==> config.mk <==
export PLATFORM = sky130hd
export DESIGN_NAME = rrts_ram
export DESIGN_NICKNAME = d
export VERILOG_FILES = /design/src/hdl/rrts_ram.sv
export SDC_FILE = /design/constraint.sdc
export NUM_CORES = 1
export LEC_CHECK = 0
export ABC_AREA = 1
export BUFFER_PORTS_ARGS = -buffer_cell sky130_fd_sc_hd__buf_2
export CORE_UTILIZATION = 51
export CTS_CLUSTER_SIZE = 25
export DETAILED_ROUTE_END_ITERATION = 10
export PLACE_DENSITY = 0.68
export SLEW_MARGIN = 25
export SYNTH_ARGS = -nofsm -noshare
export SYNTH_HDL_FRONTEND = slang
export SYNTH_SLANG_ARGS = --single-unit
==> constraint.sdc <==
create_clock -name clock -period 1.45 [get_ports clock]
set_clock_uncertainty 0.1 [all_clocks]
set_input_delay 0.145 -clock clock [delete_from_list [all_inputs] [get_ports clock]]
set_output_delay 0.145 -clock clock [all_outputs]
set_load 0.02 [all_outputs]
==> src/hdl/rrts_ram.sv <==
// ----------------------------------------------------------------------------
// rrts_ram
// Generic simple dual-port RAM: one write port, one read port, registered read.
// ----------------------------------------------------------------------------
module rrts_ram #(
   parameter int WIDTH = 8,
   parameter int DEPTH = 16
) (
   input  logic                     clock,
   input  logic                     we,
   input  logic [$clog2(DEPTH)-1:0] waddr,
   input  logic [WIDTH-1:0]         wdata,
   input  logic [$clog2(DEPTH)-1:0] raddr,
   output logic [WIDTH-1:0]         rdata
);

   logic [WIDTH-1:0] mem [DEPTH];
   logic [WIDTH-1:0] rdata_ff;

   always_ff @(posedge clock) begin
      if (we) begin
         mem[waddr] <= wdata;
      end
      rdata_ff <= mem[raddr];
   end

   assign rdata = rdata_ff;

endmodule

==> results.txt, run 1 <==
The final non-filler cell area is 6790 µm². The met3 capacity usage during global routing came out at 6.69%. Among all stages on the critical path, the largest delay is contributed by sky130_fd_sc_hd__dfxtp_1.

The most critical setup path has its startpoint at rdata[3]$_DFF_P_. In this run the cell area measured after placement is 6160 µm². On the critical path the largest part of the delay comes from flip-flops. The total global routing overflow came out at 0. In the global route stage, overall resource usage came out at 24.5%.

The clock period could shrink to 1.18 ns. The logic depth of the worst register-to-register path came out at 6. The via count of the first global-routing pass is 3878. The worst supply voltage drop on vdd came out at 1.01 mV. The initial utilization of the core area, before any placement, comes to 52.7%. Counting both buffers and inverters, the worst setup path holds a total of 1. The path type of the worst min-delay path is input port to flop.

The number of inserted filler cells in the final layout is 912. The flow ran to the end, and the final reports show no timing, DRC or antenna violations. The leakage power came out at 0.00298 µW.

The routed layout has 3892 vias. The longest clock path from root to sink contains 2 buffers. When the netlist entered floorplanning its net count stood at 569. Global routing consumed, on the met2 layer, 40.5% of the routing resources. The count of synthesis-stage warnings from yosys is 0. Buffers inserted to repair hold after CTS numbered 0. The number of setup violations in the final report is 0. The number of H-tree branching levels came out at 4. The number of clock sinks is 136. The worst reg-to-reg setup slack is 0.27 ns. The number of buffers created by CTS came out at 17. The count of final max-slew check failures is 0. The chip width came out at 108 µm. The post-route antenna net violation count is 0. The share of cells above drive strength 1 came out at 13.6%. The endpoint of the worst register-to-register path is rdata[6]$_DFF_P_. The number of detailed-route iterations in the first pass is 5.

The total standard cell area after synthesis is 5770 µm². The normalized max-slew margin came out at 74.2%. The count of boundary I/O pins is 26. Setup repair after global routing left no endpoint under its margin.

The core utilization of the finished layout is 62.1%. After global routing, the most crowded layer is met2. Power spread over the standard cell area amounts to 1400 nW/µm². The number of antenna violations at the first check in global routing came out at 1. The placeable core region is 10900 µm². The number of hold violations in the final report came out at 0. The number of post-CTS setup repair buffers is 0. Summed over all nets, the half-perimeter wirelength after detailed placement is 7.94 mm. The tree is rooted in a sky130_fd_sc_hd__clkbuf_16.

At the end of routability-driven placement, the weighted congestion stood at 0.875. The signal on the critical path passes through buf_2. Of all nets on the critical path, the largest fanout is 1. Setup total negative slack on the finished layout was measured at 0 ns. TritonCTS built the clock tree. The number of gates resized after cts is 0. Synthesis produced 551 cells. The area growth from synthesis to layout is 17.7%. In the routed design, unresolved DRC markers number 0. The largest incremental delay on the critical path is 0.34 ns. The capturing element type of the critical path is an output port. The critical path ends at rdata[3]. For this block, the initial DRC count from the detailed router was 258.

The required time at the endpoint of the critical path is 1.21 ns. Counting flops and latches in the post-synthesis netlist gives 136. The first global-routing pass estimated 20.3 mm of wire.

The quantity of I/O buffers inserted on ports is 25. The met1 usage in global routing came out at 30.2%. The number of cells on the critical path came out at 1. STA classifies the critical path startpoint as a flop.

The portion of the post-synthesis area used by sequential elements came out at 69.4%. The area of the die is 11700 µm². The worst path uses 81.3% of the clock period. Data arrives at the worst endpoint at 0.93 ns. The post-synthesis average cell area came out at 10.5 µm². The clock edge transition at the registers on the reported setup and hold paths came out at 0.05 ns.

The number of inserted diodes is 0. The floorplan has 38 rows. The final wirelength came out at 12.8 mm. Final hold analysis gives a worst-case slack of 0.0103 ns. Across the run, the number of max-cap violations was 0. The final-stage net count came out at 615.

The ratio of routed vias to standard cells came out at 5.19. The detail-routed net length per standard cell is 17.1 µm. At the pin with the least slew margin, the transition time is 0.386 ns. The distinct cell type count after synthesis came out at 12. The worst-skew pair later-pin latency is 0.42 ns. The pin count of the biggest net entering global routing came out at 35. The startpoint identified for the worst register-to-register timing path is mem[6][6]$_DFFE_PP_. The maximum clock frequency came out at 849 MHz. The critical path is of the flop to output port type.

The height of the chip is 108 µm.
## report_power, final
group	switching (µW)	leakage [µW]	internal, µW
clock network	1510	0.000309	2970
registers	24.2	0.00122	4400
logic	405	0.00145	181
## state kept, by name (all words and copies together), names as in the netlist
register / count
rdata: 8
mem: 128
## stage by stage
stage          total power [µW]  std cells  setup slack (ns)
4_1_cts                    9540        750             0.243
6_report                   9490        750             0.272
5_1_grt                    9770        750             0.186
3_3_place_gp               5070        718             0.121
2_1_floorplan              4840        551             0.254
3_5_place_dp               5090        718             0.112
## logic make-up after synthesis
kind of cell  after synthesis  synth area share, %
flops                     136                 69.4
buf+inv                   126                 9.52
simple gates              289                 21.0
## metal layers
| layer | vias up | part of all wire (%) |
|---|---|---|
| li1 | 1861 | - |
| met1 | 1881 | 42 |
| met2 | 126 | 50 |
| met3 | 24 | 6.1 |
| met4 | 0 | 2.2 |
| met5 | - | 0 |
## how the worst min path moves through the flow
stage          startpoint                   to  slack [ns]  cells after the start
2_1_floorplan    wdata[0]  mem[0][0]$_DFFE_PP_        0.14                      0
3_3_place_gp     raddr[2]     rdata[5]$_DFF_P_        0.44                      4
3_5_place_dp     raddr[2]     rdata[5]$_DFF_P_        0.44                      4
4_1_cts          raddr[2]     rdata[5]$_DFF_P_       0.006                      4
5_1_grt          wdata[2]  mem[3][2]$_DFFE_PP_        0.02                      1
6_report         wdata[2]  mem[3][2]$_DFFE_PP_        0.01                      1
## cell usage after synthesis
library cell / count / share of area [%]
sky130_fd_sc_hd__buf_1: 1 / 0.065
sky130_fd_sc_hd__dfxtp_1: 8 / 2.8
sky130_fd_sc_hd__nor2_1: 17 / 1.1
sky130_fd_sc_hd__nand2_1: 173 / 11
sky130_fd_sc_hd__buf_6: 6 / 1.2
sky130_fd_sc_hd__nand3_1: 97 / 8.4
sky130_fd_sc_hd__edfxtp_1: 128 / 67
sky130_fd_sc_hd__buf_4: 4 / 0.52
sky130_fd_sc_hd__inv_1: 100 / 6.5
sky130_fd_sc_hd__nand3b_1: 2 / 0.26
sky130_fd_sc_hd__buf_2: 13 / 1.1
sky130_fd_sc_hd__inv_2: 2 / 0.13
## layout by cell type (no fill, tap or decap), drive strengths merged
| cell | n |
|---|---|
| clkinvlp | 1 |
| nand2 | 173 |
| bufinv | 3 |
| clkinv | 3 |
| dfxtp | 8 |
| edfxtp | 128 |
| clkbuf | 25 |
| nand3 | 97 |
| inv | 102 |
| nor2 | 17 |
| nand3b | 2 |
| buf | 51 |
## area by class of cell
cell class	count	area [µm²]	area share, %
Clock buffer	25	515	7.60
Clock inverter	7	113	1.66
Inverter	102	383	5.64
Multi-Input combinational cell	289	1210	17.9
Sequential cell	136	4000	59.0
Tap cell	140	175	2.58
Timing Repair Buffer	51	383	5.64
## worst reg2reg max path: stages, from the launching register on
cell and delay [ns]:
sky130_fd_sc_hd__edfxtp_1 0.38, sky130_fd_sc_hd__inv_1 0.08, sky130_fd_sc_hd__nand2_1 0.05, sky130_fd_sc_hd__nand3_1 0.07
sky130_fd_sc_hd__nand3_1 0.09, sky130_fd_sc_hd__nand3_1 0.19, sky130_fd_sc_hd__nand2_1 0.08
Power figures use the tool's default switching activity.
==> inputs of run 2 (changes only) <==
clock period = 1.2 ns   (was 1.45 ns; I/O delays follow)
==> run 2 against run 1 <==
- routed wire length down 3.8%
- register-to-register slack worse by 0.17 ns
- worst setup slack worse by 0.24 ns
- critical path depth unchanged
- critical path type unchanged
- largest cell class unchanged
==> results.txt, run 2 (synthesis gave the netlist of run 1 again) <==
The buffering stage count on the worst path with inverters included is 1. In the routed design, unresolved DRC markers number 0. The leakage power came out at 0.00295 µW. The maximum count of clock buffers along a single path is 2. The die covers 11700 µm². The ratio of routed vias to standard cells came out at 5.07. The met1 usage in global routing came out at 29.8%. In this run the register-to-register setup slack is 0.10 ns.

For this run, the detailed router's first-pass iteration total came to 4. The detailed router's first-iteration violation count came out at 210. The switching power summed over all nets came out at 2350 µW. Global routing finished with a remaining overflow of 0. The via count of the first global-routing pass is 3736. In this run the remaining antenna-violating nets after routing total 0.

The height of the chip is 108 µm. In the global route stage, overall resource usage came out at 23.7%. The minimum period implied by the final worst setup slack came out at 1.16 ns. The normalized max-slew margin is 74.0%.

The largest incremental delay on the critical path came out at 0.38 ns. The register with the most flip-flops in the layout has 128 of them. The worst-skew pair later-pin latency came out at 0.41 ns.

The area of the multi-input gates came out at 1220 µm². The congestion estimate from routability-driven global placement came to 0.797. In this run the worst hold path is classified as input port to flop. The highest fanout seen on the critical path came out at 1. The final non-filler cell area came out at 6750 µm². The clock network is responsible for 44.7% of the overall power.

The maximum clock frequency is 859 MHz. The share of cells above drive strength 1 came out at 14.1%. The number of inserted filler cells in the final layout came out at 906. At the pin with the least slew margin, the transition time is 0.390 ns. The number of clock sinks came out at 136. The effective utilization at floorplan is 52.7%. 0 antenna diodes ended up in the layout. The count of boundary I/O pins is 26.

The run finished with clean final reports. The met2 usage in global routing is 37.6%. The kind of cell with the highest combined delay along the critical path is flip-flops.

The post-route non-filler standard cell count is 751. Counting flops per register, the top entry is mem. Entering global routing, the biggest net connects 65 pins. Setup repair after global routing left no endpoint under its margin. The clock edge transition at the registers on the reported setup and hold paths is 0.06 ns. The kind of critical path is flop to output port.

The root buffer selected by CTS is sky130_fd_sc_hd__clkbuf_16. The chip width is 108 µm. The data arrival time of the critical path is 0.94 ns. The library cell used most frequently in the layout, excluding fill and tap cells, is sky130_fd_sc_hd__nand2_1.

The share of total power dissipated in combinational logic is 6.5%. The final-stage net count is 616. The estimated wirelength of the detail-placed design is 7.67 mm. The first global-routing pass estimated 19.3 mm of wire. The switching fraction of total power is 21.4%. The number of hold violations in the final report is 0. The final wirelength is 12.3 mm. The cell internal power dissipation came out at 8610 µW.

The met3 capacity usage during global routing came out at 6.21%. The count of final max-slew check failures is 0. Registers are responsible for 48.8% of the overall power. The total number of vias is 3810. Traced cell by cell, the critical path runs through buf_4. The power per unit of standard cell area is 1620 nW/µm².

STA classifies the critical path startpoint as a flop. After detailed placement, the total cell area comes to 6160 µm². The required time at the endpoint of the critical path is 0.98 ns. Relative to the synthesized area, the layout overhead comes to 17.0%. Setup violations remaining at the end of the flow were counted as 0. met2 is the most crowded layer. In the final layout, flip-flops and latches occupy 4000 µm².

The slowest stage of the critical path is the sky130_fd_sc_hd__dfxtp_1 cell. The tool flagged a number of max-cap violations equal to 0. The placeable core region is 10900 µm². The number of H-tree branching levels came out at 4. The final total negative setup slack came out at 0 ns. Of the available clock period, the critical path in the final layout requires 97.1%. The detail-routed net length per standard cell came out at 16.4 µm. STA classifies the critical path endpoint as an output port. The row count is 38.

During placement, the flow inserted port buffers numbering 25. The number of antenna violations at the first check in global routing is 0. The cell count after placement is 718. TritonCTS built the clock tree.

The number of buffers created by CTS is 17. The top cell types in the final layout, fill and taps aside, are sky130_fd_sc_hd__nand2_1, sky130_fd_sc_hd__edfxtp_1, sky130_fd_sc_hd__inv_1. VDD sags by at most 0.835 mV.
[run 2: cell types whose count changed in the layout (fill, tap and decap cells not counted), moves of 2 or more]
cell,delta
sky130_fd_sc_hd__clkbuf_8,-5
sky130_fd_sc_hd__clkinv_2,+4
sky130_fd_sc_hd__clkinvlp_4,+4
sky130_fd_sc_hd__clkbuf_1,-2
[run 2: path summary, 6_finish.rpt]
kind                                             end                 from  cells past startpoint
worst max register to register      rdata[0]$_DFF_P_  mem[1][0]$_DFFE_PP_                      6
worst min register to register      rdata[2]$_DFF_P_  mem[6][2]$_DFFE_PP_                      6
worst max-delay path                        rdata[4]     rdata[4]$_DFF_P_                      1
worst min-delay path            mem[14][7]$_DFFE_PP_             wdata[7]                      1
[run 2: per-layer routing]
metal	vias to the layer above	wire, µm
met5	-	0
met4	0	395
met3	28	723
met2	121	6040
met1	1796	5160
li1	1865	-
[run 2: power groups by stage]
stage / registers (µW) / logic, µW / clock network (µW)
after floorplan: 5470 / 375 / 0
after global placement: 5440 / 697 / 0
after detailed placement: 5440 / 707 / 0
after CTS: 5350 / 713 / 4970
after global routing: 5350 / 788 / 5160
final: 5340 / 713 / 4900
[run 2: through the flow]
| step | hold slack (ns) | power, µW | utilization, % | worst slack (ns) |
|---|---|---|---|---|
| 5_1_grt | 0.0380 | 11300 | 61.7 | 0.0201 |
| 4_1_cts | 0.0261 | 11000 | 61.6 | 0.0199 |
| 2_1_floorplan | 0.119 | 5850 | - | 0.0292 |
| 6_report | 0.0343 | 11000 | 61.7 | 0.0354 |
| 3_5_place_dp | 0.338 | 6150 | 56.3 | -0.0748 |
| 3_3_place_gp | 0.313 | 6140 | 56.3 | -0.0637 |
[run 2: what timing repair did]
| action | 4_1_cts | 5_1_grt |
|---|---|---|
| buffers inserted | 0 | 0 |
| endpoints found under the setup margin | 0 | 2 |
| endpoints found under the hold margin | 2 | 0 |
| hold buffers | 1 | 0 |
| resized for setup | 0 | 2 |
[run 2: final cells by class]
class | instances | area share (%)
Sequential cell | 136 | 59.3
Multi-Input combinational cell | 289 | 18.1
Clock buffer | 18 | 6.51
Timing Repair Buffer | 52 | 5.86
Inverter | 102 | 5.67
Tap cell | 140 | 2.60
Clock inverter | 14 | 1.97
