**config.mk**
```make
export PLATFORM = sky130hd
export DESIGN_NAME = rrts_ctrl
export DESIGN_NICKNAME = d
export VERILOG_FILES = /design/src/hdl/rrts_pkg.sv /design/src/hdl/rrts_ctrl.sv
export SDC_FILE = /design/constraint.sdc
export NUM_CORES = 1
export LEC_CHECK = 0
export ABC_AREA = 1
export BUFFER_PORTS_ARGS = -buffer_cell sky130_fd_sc_hd__buf_2
export CORE_ASPECT_RATIO = 0.6
export CORE_MARGIN = 10
export CORE_UTILIZATION = 50
export CTS_CLUSTER_DIAMETER = 80
export DETAILED_ROUTE_END_ITERATION = 16
export PLACE_DENSITY = 0.72
export REMOVE_ABC_BUFFERS = 1
export SLEW_MARGIN = 10
export SYNTH_ARGS = -nofsm -noshare
export SYNTH_HDL_FRONTEND = slang
export SYNTH_SLANG_ARGS = --single-unit
export TNS_END_PERCENT = 5
```
**constraint.sdc**
```tcl
create_clock -name clock -period 6.16 [get_ports clock]
set_clock_uncertainty 0.1 [all_clocks]
set_input_delay 1.54 -clock clock [delete_from_list [all_inputs] [get_ports clock]]
set_output_delay 1.54 -clock clock [all_outputs]
set_load 0.005 [all_outputs]
```
**src/hdl/rrts_pkg.sv**
```systemverilog
// ----------------------------------------------------------------------------
// rrts_pkg
// Shared types and constants of the round-robin task scheduler: item formats,
// command and status codes, slot states, memory port bundles and fsm states.
// ----------------------------------------------------------------------------
package rrts_pkg;

   localparam int SLOT_COUNT = 1024;
   localparam int SLOT_IDX_W = $clog2(SLOT_COUNT);
   localparam int COUNT_W    = SLOT_IDX_W + 1;
   localparam int TASK_W     = 10;

   typedef enum logic [1:0] {
      CMD_ALLOC = 2'd0,
      CMD_RUN   = 2'd1,
      CMD_TICK  = 2'd2,
      CMD_SLEEP = 2'd3
   } cmd_type;

   typedef enum logic [1:0] {
      STATUS_OK      = 2'd0,
      STATUS_NO_FREE = 2'd1,
      STATUS_IGNORED = 2'd2,
      STATUS_FULL    = 2'd3
   } status_type;

   typedef enum logic [1:0] {
      SLOT_FREE      = 2'd0,
      SLOT_ALLOCATED = 2'd1,
      SLOT_RUNNING   = 2'd2
   } slot_type;

   typedef struct packed {
      cmd_type           cmd;
      logic [TASK_W-1:0] task_number;
   } req_type;

   typedef struct packed {
      status_type        status;
      logic [TASK_W-1:0] chosen_task;
      logic              do_switch;
   } rsp_type;

   // slot table memory port
   typedef struct packed {
      logic                  we;
      logic [SLOT_IDX_W-1:0] waddr;
      logic [1:0]            wdata;
      logic [SLOT_IDX_W-1:0] raddr;
   } ss_port_type;

   // run list memory port
   typedef struct packed {
      logic                  we;
      logic [SLOT_IDX_W-1:0] waddr;
      logic [TASK_W-1:0]     wdata;
      logic [SLOT_IDX_W-1:0] raddr;
   } rl_port_type;

   typedef enum logic [2:0] {
      ST_CLEAR,
      ST_IDLE,
      ST_ALLOC,
      ST_RUN,
      ST_SLP_CHK,
      ST_SLP_FIND,
      ST_SLP_SHIFT,
      ST_OUT
   } state_type;

endpackage

```
**src/hdl/rrts_ctrl.sv**
```systemverilog
// ----------------------------------------------------------------------------
// rrts_ctrl
// Command sequencer: clearing pass, slot search, run list append, tick
// rotation and sleep search with list compaction over the two memories.
// ----------------------------------------------------------------------------
module rrts_ctrl (
   input  logic                 clock,
   input  logic                 reset,
   input  logic                 start,
   output logic                 busy,
   input  rrts_pkg::req_type    req_item,
   output logic                 rsp_valid,
   output rrts_pkg::rsp_type    rsp_item,
   output rrts_pkg::ss_port_type ss_port,
   input  logic [1:0]           ss_rdata,
   output rrts_pkg::rl_port_type rl_port,
   input  logic [rrts_pkg::TASK_W-1:0] rl_rdata
);

   localparam int IW = rrts_pkg::SLOT_IDX_W;
   localparam int CW = rrts_pkg::COUNT_W;
   localparam int TW = rrts_pkg::TASK_W;
   localparam logic [IW-1:0] LAST_IDX = IW'(rrts_pkg::SLOT_COUNT - 1);

   rrts_pkg::state_type state_ff, state_in;
   logic [IW-1:0]       idx_ff, idx_in;
   logic [CW-1:0]       count_ff, count_in;
   logic [IW-1:0]       pos_ff, pos_in;
   logic [TW-1:0]       task_ff, task_in;
   logic                cur_ff, cur_in;
   logic                rsp_valid_ff, rsp_valid_in;
   rrts_pkg::rsp_type   rsp_item_ff, rsp_item_in;

   logic                out_of_range;
   logic [CW-1:0]       pos_inc;
   logic [IW-1:0]       pos_next;
   logic [IW-1:0]       pos_wrap;

   assign out_of_range = {1'b0, req_item.task_number} >= (TW + 1)'(rrts_pkg::SLOT_COUNT);
   assign pos_inc      = CW'(pos_ff) + CW'(1);
   assign pos_next     = (pos_inc >= count_ff) ? '0 : pos_inc[IW-1:0];
   assign pos_wrap     = (CW'(pos_ff) >= count_ff) ? '0 : pos_ff;

   always_ff @(posedge clock) begin
      if (reset) begin
         state_ff     <= rrts_pkg::ST_CLEAR;
         idx_ff       <= '0;
         count_ff     <= CW'(1);
         pos_ff       <= '0;
         cur_ff       <= 1'b0;
         rsp_valid_ff <= 1'b0;
      end else begin
         state_ff     <= state_in;
         idx_ff       <= idx_in;
         count_ff     <= count_in;
         pos_ff       <= pos_in;
         cur_ff       <= cur_in;
         rsp_valid_ff <= rsp_valid_in;
      end
   end

   always_ff @(posedge clock) begin
      task_ff     <= task_in;
      rsp_item_ff <= rsp_item_in;
   end

   always_comb begin
      state_in     = state_ff;
      idx_in       = idx_ff;
      count_in     = count_ff;
      pos_in       = pos_ff;
      task_in      = task_ff;
      cur_in       = cur_ff;
      rsp_valid_in = 1'b0;
      rsp_item_in  = '0;
      ss_port      = '0;
      rl_port      = '0;
      ss_port.raddr = IW'(task_ff);

      case (state_ff)
         rrts_pkg::ST_CLEAR: begin
            ss_port.we    = 1'b1;
            ss_port.waddr = idx_ff;
            ss_port.wdata = (idx_ff == '0) ? rrts_pkg::SLOT_RUNNING : rrts_pkg::SLOT_FREE;
            rl_port.we    = 1'b1;
            rl_port.waddr = idx_ff;
            rl_port.wdata = '0;
            if (idx_ff == LAST_IDX) begin
               idx_in   = '0;
               state_in = rrts_pkg::ST_IDLE;
            end else begin
               idx_in = idx_ff + IW'(1);
            end
         end

         rrts_pkg::ST_IDLE: begin
            ss_port.raddr = IW'(req_item.task_number);
            if (start) begin
               task_in = req_item.task_number;
               case (req_item.cmd)
                  rrts_pkg::CMD_ALLOC: begin
                     ss_port.raddr = '0;
                     idx_in        = '0;
                     state_in      = rrts_pkg::ST_ALLOC;
                  end
                  rrts_pkg::CMD_RUN: begin
                     if (out_of_range) begin
                        rsp_valid_in       = 1'b1;
                        rsp_item_in.status = rrts_pkg::STATUS_IGNORED;
                     end else begin
                        state_in = rrts_pkg::ST_RUN;
                     end
                  end
                  rrts_pkg::CMD_TICK: begin
                     if (count_ff >= CW'(2)) begin
                        pos_in        = pos_next;
                        rl_port.raddr = pos_next;
                        state_in      = rrts_pkg::ST_OUT;
                     end else begin
                        rsp_valid_in = 1'b1;
                     end
                  end
                  rrts_pkg::CMD_SLEEP: begin
                     if (out_of_range) begin
                        rsp_valid_in       = 1'b1;
                        rsp_item_in.status = rrts_pkg::STATUS_IGNORED;
                     end else begin
                        state_in = rrts_pkg::ST_SLP_CHK;
                     end
                  end
                  default: begin
                     state_in = rrts_pkg::ST_IDLE;
                  end
               endcase
            end
         end

         // streaming scan: data for idx_ff arrives while idx_ff + 1 is read
         rrts_pkg::ST_ALLOC: begin
            ss_port.raddr = idx_ff + IW'(1);
            if (ss_rdata == rrts_pkg::SLOT_FREE) begin
               ss_port.we              = 1'b1;
               ss_port.waddr           = idx_ff;
               ss_port.wdata           = rrts_pkg::SLOT_ALLOCATED;
               rsp_valid_in            = 1'b1;
               rsp_item_in.chosen_task = TW'(idx_ff);
               state_in                = rrts_pkg::ST_IDLE;
            end else if (idx_ff == LAST_IDX) begin
               rsp_valid_in       = 1'b1;
               rsp_item_in.status = rrts_pkg::STATUS_NO_FREE;
               state_in           = rrts_pkg::ST_IDLE;
            end else begin
               idx_in = idx_ff + IW'(1);
            end
         end

         rrts_pkg::ST_RUN: begin
            rsp_valid_in = 1'b1;
            state_in     = rrts_pkg::ST_IDLE;
            if (ss_rdata == rrts_pkg::SLOT_RUNNING) begin
               rsp_item_in.status = rrts_pkg::STATUS_OK;
            end else if (count_ff >= CW'(rrts_pkg::SLOT_COUNT)) begin
               rsp_item_in.status = rrts_pkg::STATUS_FULL;
            end else begin
               ss_port.we    = 1'b1;
               ss_port.waddr = IW'(task_ff);
               ss_port.wdata = rrts_pkg::SLOT_RUNNING;
               rl_port.we    = 1'b1;
               rl_port.waddr = count_ff[IW-1:0];
               rl_port.wdata = task_ff;
               count_in      = count_ff + CW'(1);
            end
         end

         rrts_pkg::ST_SLP_CHK: begin
            if (ss_rdata != rrts_pkg::SLOT_RUNNING) begin
               rsp_valid_in       = 1'b1;
               rsp_item_in.status = rrts_pkg::STATUS_IGNORED;
               state_in           = rrts_pkg::ST_IDLE;
            end else begin
               ss_port.we    = 1'b1;
               ss_port.waddr = IW'(task_ff);
               ss_port.wdata = rrts_pkg::SLOT_ALLOCATED;
               if (count_ff == '0) begin
                  rsp_valid_in = 1'b1;
                  state_in     = rrts_pkg::ST_IDLE;
               end else begin
                  rl_port.raddr = '0;
                  idx_in        = '0;
                  state_in      = rrts_pkg::ST_SLP_FIND;
               end
            end
         end

         rrts_pkg::ST_SLP_FIND: begin
            rl_port.raddr = idx_ff + IW'(1);
            if (rl_rdata == task_ff) begin
               count_in = count_ff - CW'(1);
               cur_in   = (idx_ff == pos_ff);
               if (idx_ff < pos_ff) begin
                  pos_in = pos_ff - IW'(1);
               end
               state_in = rrts_pkg::ST_SLP_SHIFT;
            end else if (CW'(idx_ff) + CW'(1) >= count_ff) begin
               // task not in the list: slot is only marked allocated
               rsp_valid_in = 1'b1;
               state_in     = rrts_pkg::ST_IDLE;
            end else begin
               idx_in = idx_ff + IW'(1);
            end
         end

         // reads run two entries ahead of the write, so no overlap
         rrts_pkg::ST_SLP_SHIFT: begin
            if (CW'(idx_ff) < count_ff) begin
               rl_port.we    = 1'b1;
               rl_port.waddr = idx_ff;
               rl_port.wdata = rl_rdata;
               rl_port.raddr = idx_ff + IW'(2);
               idx_in        = idx_ff + IW'(1);
            end else if (!cur_ff) begin
               rsp_valid_in = 1'b1;
               state_in     = rrts_pkg::ST_IDLE;
            end else begin
               pos_in = pos_wrap;
               if (count_ff == '0) begin
                  rsp_valid_in = 1'b1;
                  state_in     = rrts_pkg::ST_IDLE;
               end else begin
                  rl_port.raddr = pos_wrap;
                  state_in      = rrts_pkg::ST_OUT;
               end
            end
         end

         rrts_pkg::ST_OUT: begin
            rsp_valid_in            = 1'b1;
            rsp_item_in.chosen_task = rl_rdata;
            rsp_item_in.do_switch   = 1'b1;
            state_in                = rrts_pkg::ST_IDLE;
         end

         default: begin
            state_in = rrts_pkg::ST_IDLE;
         end
      endcase
   end

   assign busy      = (state_ff != rrts_pkg::ST_IDLE);
   assign rsp_valid = rsp_valid_ff;
   assign rsp_item  = rsp_item_ff;

   // clearing pass holds off items right after reset
   a_clear_after_reset: assert property (@(posedge clock) reset |=> busy)
      else $error("block not busy after reset");

   a_count_range: assert property (@(posedge clock) disable iff (reset)
      count_ff <= CW'(rrts_pkg::SLOT_COUNT))
      else $error("running count out of range");

   a_pos_in_list: assert property (@(posedge clock) disable iff (reset)
      (state_ff == rrts_pkg::ST_IDLE) |-> (CW'(pos_ff) < count_ff || count_ff == '0))
      else $error("position outside run list");

   a_item_progress: assert property (@(posedge clock) disable iff (reset)
      (start && !busy) |=> (busy || rsp_valid))
      else $error("accepted item neither in work nor answered");

endmodule

```
==> results of run 1 <==
## routing by layer
layer | part of all wire (%) | up-vias
met5 | 0 | -
met4 | 1.0 | 0
met3 | 15 | 32
met2 | 39 | 476
met1 | 46 | 3334
li1 | - | 3514
## final cells by class
type	instances	share of cell area (%)
clock buffer	11	3.24
clock inverter	5	0.748
inverter	126	6.58
multi-input combinational	789	61.8
sequential	59	17.8
tap	165	2.87
timing repair buffer	98	6.93
## worst max path at each step
| stage | to | slack [ps] | depth (start not counted) |
|---|---|---|---|
| detailed placement | rl_port[5] | 1280 | 16 |
| global placement | rl_port[0] | 1350 | 16 |
| floorplan | ss_port[16] | 1720 | 6 |
| CTS | rl_port[5] | 920 | 16 |
| global route | rl_port[0] | 450 | 16 |
| finish | rl_port[5] | 760 | 16 |
## cells in the mapped netlist, types with 2 or more instances
cell,instances,area share [%]
nand3b_1,3,0.36
a21oi_1,39,3.1
a31oi_1,4,0.40
nor2_2,5,0.50
inv_2,11,0.65
o221ai_1,15,2.1
o21ai_0,55,4.4
nand3_2,3,0.48
nor2_4,5,0.89
inv_1,112,6.7
nand4_1,18,1.8
nor2_1,119,7.1
xor2_1,22,3.1
edfxtp_1,10,4.8
and2_1,2,0.20
nand3_1,108,8.6
buf_1,3,0.18
buf_4,2,0.24
nor3_1,6,0.48
o22ai_1,16,1.6
ha_1,70,14
buf_2,7,0.56
xnor2_1,6,0.83
clkinv_1,3,0.18
a211oi_1,2,0.24
nand4_4,2,0.67
a21o_1,4,0.48
nand2_1,250,15
clkbuf_1,12,0.71
dfxtp_1,49,16
or2_2,3,0.30
o211ai_1,11,1.3
nand2_2,4,0.40
a22oi_1,5,0.60
## layout by cell type (no fill, tap or decap), drive strengths merged
cell type / instances
o21ai: 57
ha: 70
a211oi: 2
o21a: 1
or2: 4
clkinv: 7
nand4: 20
a21oi: 39
o22ai: 16
fa: 1
xnor2: 6
o41ai: 1
and3: 1
buf: 98
inv: 123
bufinv: 1
nor2: 129
xor2: 22
nor3: 7
a21o: 4
a31oi: 4
clkbuf: 11
nand2: 254
nor3b: 1
edfxtp: 10
o211ai: 11
nand3b: 3
a22oi: 5
nand3: 112
dfxtp: 49
and2: 2
a21boi: 2
o221ai: 15
## metrics by stage
stage	hold slack [ps]	util, %	cells	power (mW)	cell area (um^2)
detailed placement	402	56.7	1237	2.85	6900
global route	433	59.0	1253	3.75	7190
finish	420	59.0	1253	3.47	7190
floorplan	348	-	974	2.11	6200
CTS	412	59.0	1253	3.37	7190
global placement	393	56.7	1237	2.83	6900
## sequential cells by signal, indices dropped and copies added, names as in the netlist
register / count
pos_ff: 10
state_ff: 3
task_ff: 10
cur_ff: 1
count_ff: 11
rsp_valid: 1
idx_ff: 10
rsp_item: 13
## tightest hold or removal path: stages, from the launching register on
cell      delay (ps)
dfxtp_1          310
inv_1             90
a211oi_1          70
## logic make-up after synthesis
| logic type | after synthesis | share of synthesized area [%] |
|---|---|---|
| XOR/XNOR | 28 | 3.89 |
| AO/OA/AOI/OAI | 157 | 14.9 |
| buffers and inverters | 151 | 9.26 |
| flip-flops | 59 | 20.3 |
| adder cells (fa/ha/maj) | 71 | 14.2 |
| AND/OR/NAND/NOR | 533 | 37.4 |
## power groups by stage
stage | clock network (mW) | registers, mW | logic [mW]
2_1_floorplan | 0 | 0.592 | 1.52
3_3_place_gp | 0 | 0.648 | 2.18
3_5_place_dp | 0 | 0.651 | 2.20
4_1_cts | 0.516 | 0.644 | 2.21
5_1_grt | 0.529 | 0.664 | 2.55
6_report | 0.516 | 0.653 | 2.30
==> results.cfg, run 1 <==
[run_status]
status = complete, no violations

[die]
coreArea_um2 = 12200
dieArea_um2 = 17700
rows = 31
start_util_pct = 51.8
die_w_um = 165
die_h_um = 107
ioPinCount = 96

[power]
power_density_nw_per_um2 = 482
combPwrFrac_pct = 66.3
worst_ir_drop_vdd_mv = 0.221
p_clk_share_pct = 14.9
power.net_switching_mw = 1.94
power_frac_seq_pct = 18.8
p_sw_share_pct = 55.9
power_leakage_nw = 3.78
p_int_mw = 1.53

[cells_and_area]
finalNetCount = 1181
drive_gt1_share_pct = 13.7
seq_area_um2 = 1280
antennaDiodeCount = 0
area_delta_synth_final_pct = 13.9
multi_input_area_um2 = 4440
final.fill_count = 1235

[global_routing]
grt_max_degree = 33
grt_pass1_wl_um = 37100
gr-usage-met1_pct = 39.1
antenna_found_initial = 0
track_usage_pct = 26.3
grt_pass1_vias = 6752
grt_util_met3_pct = 8.48
grt.busiest_layer = met1
met2_usage_pct = 35.7
grt-ovfl-total = 0

[placement]
io_buffers = 95
place_congestion = 1.00
pre_cts_slack_ps = 1280
detailed_place_hpwl_um = 18300

[clock_tree]
cts.repair.resized = 0
h-tree-depth = 3
cts_tree = done
cts_hold_buffers = 0
cts_buffers = 9
clockRootBuffer = clkbuf_16
clk_latency_ps = 340
cts_buffer_depth = 2
post_cts.repair.setup_buffers = 0
path_clk_slew_ps = 60
cts_sinks = 59

[logic_synthesis]
dominantRegCellSynth = dfxtp_1
async_flop_share_pct = 0
ys_ff_latch = 59
syn_area_per_cell_um2 = 6.31
synth_edf_count = 10
yosysUniqueCellTypes = 47
yosysSeqAreaShare_pct = 20.3
yosys_warnings = 0
syn_area_um2 = 6310
synthCells = 999

[critical_path]
r2r_end = idx_ff[8]
worstReg2RegStart = idx_ff[2]
cp_max_fo = 12
crit_path_start = pos_ff[0]
cp_top_family = simple AND/OR/NAND/NOR gates
r2r_slack_ps = 2340
cp_num_buf_inv = 2
path_cells = ha_1 > nand2_1 > nor3_1 > nand2_1 > nand2_1 > inv_1 > ha_1 > nand2_1 > a21oi_1 > nor2_1 > nand3_1 > nor2_1 > and2_1 > nand2_1 > nand3_1 > buf_2
critPathMostFrequentCell = nand2_1
critPathMaxStageDelay_ps = 630
crit_required_ps = 4520
cp_slowest_cell = nor2_1
crit_arrival_ps = 3760
cp-start-kind = flip-flop
cp-end-kind = output port
setup.worst_path.class = flip-flop to output port
r2r_cells = 16

[drt]
vias = 7356
wl_per_cell_um = 18.9
drtIter0Drc = 863
drt-vias-per-instance = 5.87
finalWirelength_um = 23700
dr.pass1.iters = 6
drc = 0
final_antenna_net_count = 0

[timing]
max_freq_ghz = 0.185
slew_violations = 0
setup_tns_ps = 0
slew_headroom_pct = 17.2
setup_viol = 0
fin_ws_ps = 765
tightest_slew_ps = 1240
finalHoldViolCount = 0
grt_setup_unrepaired = no
fin_crit_sh_pct = 87.6
fin_crit_ps = 5400

[hold_path]
holdPathStages = 2
holdCritPathClass = flip-flop to flip-flop
whs_endpoint = cur_ff
hp-start = cur_ff

[run]
cap_violations = 0
Note: power is estimated with default switching activity, not from simulation.
==> run 2, diff against run 1 <==
--- a/config.mk
+++ b/config.mk
@@ -5,7 +5,6 @@
 export SDC_FILE = /design/constraint.sdc
 export NUM_CORES = 1
 export LEC_CHECK = 0
-export ABC_AREA = 1
 export BUFFER_PORTS_ARGS = -buffer_cell sky130_fd_sc_hd__buf_2
 export CORE_ASPECT_RATIO = 0.6
 export CORE_MARGIN = 10
==> run 2 against run 1 <==
Effect of this change: critical path depth is 3 lower; non-clock buffer count is 8 higher; sequential share of layout area rose by 1.7 points; largest cell class unchanged; final area fell by 8.8%; clock power shrank 0.8%; routed wire length fell by 9.3%.
==> results.cfg, run 2 <==
[timing]
tightest_slew_ps = 1030
finalHoldViolCount = 0
fin_crit_ps = 5700
max_freq_ghz = 0.176
slew_headroom_pct = 31.5
grt_setup_unrepaired = no
setup_tns_ps = 0
setup_viol = 0
fin_crit_sh_pct = 92.5
slew_violations = 0

[drt]
finalWirelength_um = 21500
wl_per_cell_um = 23.5
drc = 0
drtIter0Drc = 694
vias = 6057
final_antenna_net_count = 0
dr.pass1.iters = 5
drt-vias-per-instance = 6.62

[logic_synthesis]
synth_top_family_by_area = compound AO/OA/AOI/OAI gates
synthCells = 697
yosysUniqueCellTypes = 83
syn_area_per_cell_um2 = 8.26
ys_ff_latch = 59
ys_top_cells_by_count = 70 x ha_1, 49 x dfxtp_1, 48 x nand2_1
synth_top_area_share_pct = 17.0
syn_area_um2 = 5760
synthSimpleGateAreaFrac_pct = 19.5
synth_top_cell_by_area = dfxtp_1
synth-compound-area-share_pct = 29.3
yosys_warnings = 0
synth_area_leaders = dfxtp_1 17%, ha_1 15%, a22o_1 6.4%, edfxtp_1 5.2%, a21oi_1 3.1%
synth-xor-area-share_pct = 5.63
yosysSeqAreaShare_pct = 22.3
async_flop_share_pct = 0
dominantRegCellSynth = dfxtp_1
synthMostInstantiatedCell = ha_1
synthAdderAreaFrac_pct = 15.6
synthMuxAreaShare_pct = 0.869
synth_edf_count = 10

[cells_and_area]
antennaDiodeCount = 0
final_cell_mix = 95 x buf_2, 70 x ha_1, 49 x dfxtp_1
finalNetCount = 864
area_delta_synth_final_pct = 13.8
drive_gt1_share_pct = 20.1
largest_reg_flops = 13
layout_commonest_cell = buf_2
final.fill_count = 1053

[hold_path]
whs_endpoint = count_ff[2]
holdPathStages = 2
hp-start = count_ff[2]
holdCritPathClass = flip-flop to flip-flop

[critical_path]
crit_arrival_ps = 4060
critPathMaxStageDelay_ps = 660
r2r_end = idx_ff[1]
cp_slowest_cell = nor4_4
cp_num_buf_inv = 2
crit_required_ps = 4520
cp_max_fo = 11
worstReg2RegStart = idx_ff[1]
cp-end-kind = output port
path_cells = inv_1 > nor4_2 > nand4_1 > xnor2_1 > ha_1 > a21oi_1 > o21a_1 > o31a_1 > nor2_2 > nor4_4 > a22oi_1 > nand2_1 > buf_2
setup.worst_path.class = flip-flop to output port
cp_top_family = simple AND/OR/NAND/NOR gates
r2r_slack_ps = 1720
cp-start-kind = flip-flop
r2r_cells = 16

[clock_tree]
cts_hold_buffers = 0
h-tree-depth = 3
cts_buffer_depth = 2
cts_tree = done
post_cts.repair.setup_buffers = 0
path_clk_slew_ps = 60
clockRootBuffer = clkbuf_16
cts_buffers = 9
clk_latency_ps = 340
cts_sinks = 59
cts.repair.resized = 0

[power]
power_leakage_nw = 2.99
power_density_nw_per_um2 = 192
total_power_mw = 1.26
worst_ir_drop_vdd_mv = 0.131

[placement]
detailed_place_hpwl_um = 16200
place_congestion = 0.965
io_buffers = 95

[global_routing]
grt_pass1_vias = 5536
antenna_found_initial = 0
track_usage_pct = 25.4
grt-ovfl-total = 0
grt_max_degree = 25
grt_pass1_wl_um = 32000

[die]
coreArea_um2 = 11300
start_util_pct = 51.1
rows = 30
die_h_um = 103
ioPinCount = 96
die_w_um = 159
dieArea_um2 = 16300

[run_status]
status = complete, no violations

[run]
cap_violations = 0
-- run 2: cell count changes in the layout (fill, tap and decap cells not counted), moves of 17 or more --
cell,before,now
nand2_1,250,48
nand3_1,108,10
inv_1,112,37
nor2_1,119,47
a22o_1,0,42
o21ai_0,55,27
nor3_1,6,23
-- run 2: tightest hold or removal path, cell delays in order (launching register included) --
cell	delay (ps)
dfxtp_1	360
nand2_1	80
a21oi_1	60
-- run 2: kinds of logic after synthesis --
| group | Yosys count |
|---|---|
| AOI/OAI and AO/OA | 228 |
| buffers and inverters | 90 |
| adders and majority gates | 71 |
| and+or+nand+nor | 207 |
| DFF | 59 |
| xor gates and xnor gates | 37 |
| muxes | 5 |
-- run 2: worst max-delay path by stage --
| stage | startpoint | end | slack [ps] | cells after the start |
|---|---|---|---|---|
| 6_report | pos_ff[2] | rl_port[7] | 460 | 13 |
| 5_1_grt | pos_ff[2] | rl_port[6] | 190 | 13 |
| 4_1_cts | pos_ff[2] | rl_port[7] | 520 | 13 |
| 3_5_place_dp | pos_ff[2] | rl_port[2] | 930 | 13 |
| 3_3_place_gp | pos_ff[0] | rl_port[2] | 940 | 12 |
| 2_1_floorplan | pos_ff[0] | rl_port[2] | 1590 | 11 |
-- run 2: final cells by class --
class,instances,area [um^2],area share [%]
clock buffer,11,243,3.70
clock inverter,5,51.3,0.783
inverter,42,158,2.41
multi-input combinational,548,4080,62.3
sequential,59,1280,19.5
tap,144,180,2.75
timing repair buffer,106,558,8.51
-- run 2: stage by stage --
stage	hold slack [ps]	instance area, um^2	cells	utilization [%]	worst slack (ps)
3_3_place_gp	422	6260	899	55.6	939
6_report	448	6550	915	58.2	462
3_5_place_dp	426	6260	899	55.6	925
5_1_grt	460	6550	915	58.2	190
2_1_floorplan	359	5520	649	-	1590
4_1_cts	440	6550	915	58.2	515
-- run 2: routing by layer --
metal | global-route usage, % | part of all wire, %
met5 | 0 | 0
met4 | 4.89 | 1.5
met3 | 8.13 | 13
met2 | 35.4 | 41
met1 | 37.0 | 44
-- run 2: power by group --
part           internal [mW]  switching, mW  leakage [nW]  total (mW)
Combinational          0.123          0.194          2.35       0.317
Sequential             0.404         0.0257         0.486       0.430
Clock                  0.322          0.190         0.150       0.512
Total                  0.850          0.410          2.99        1.26
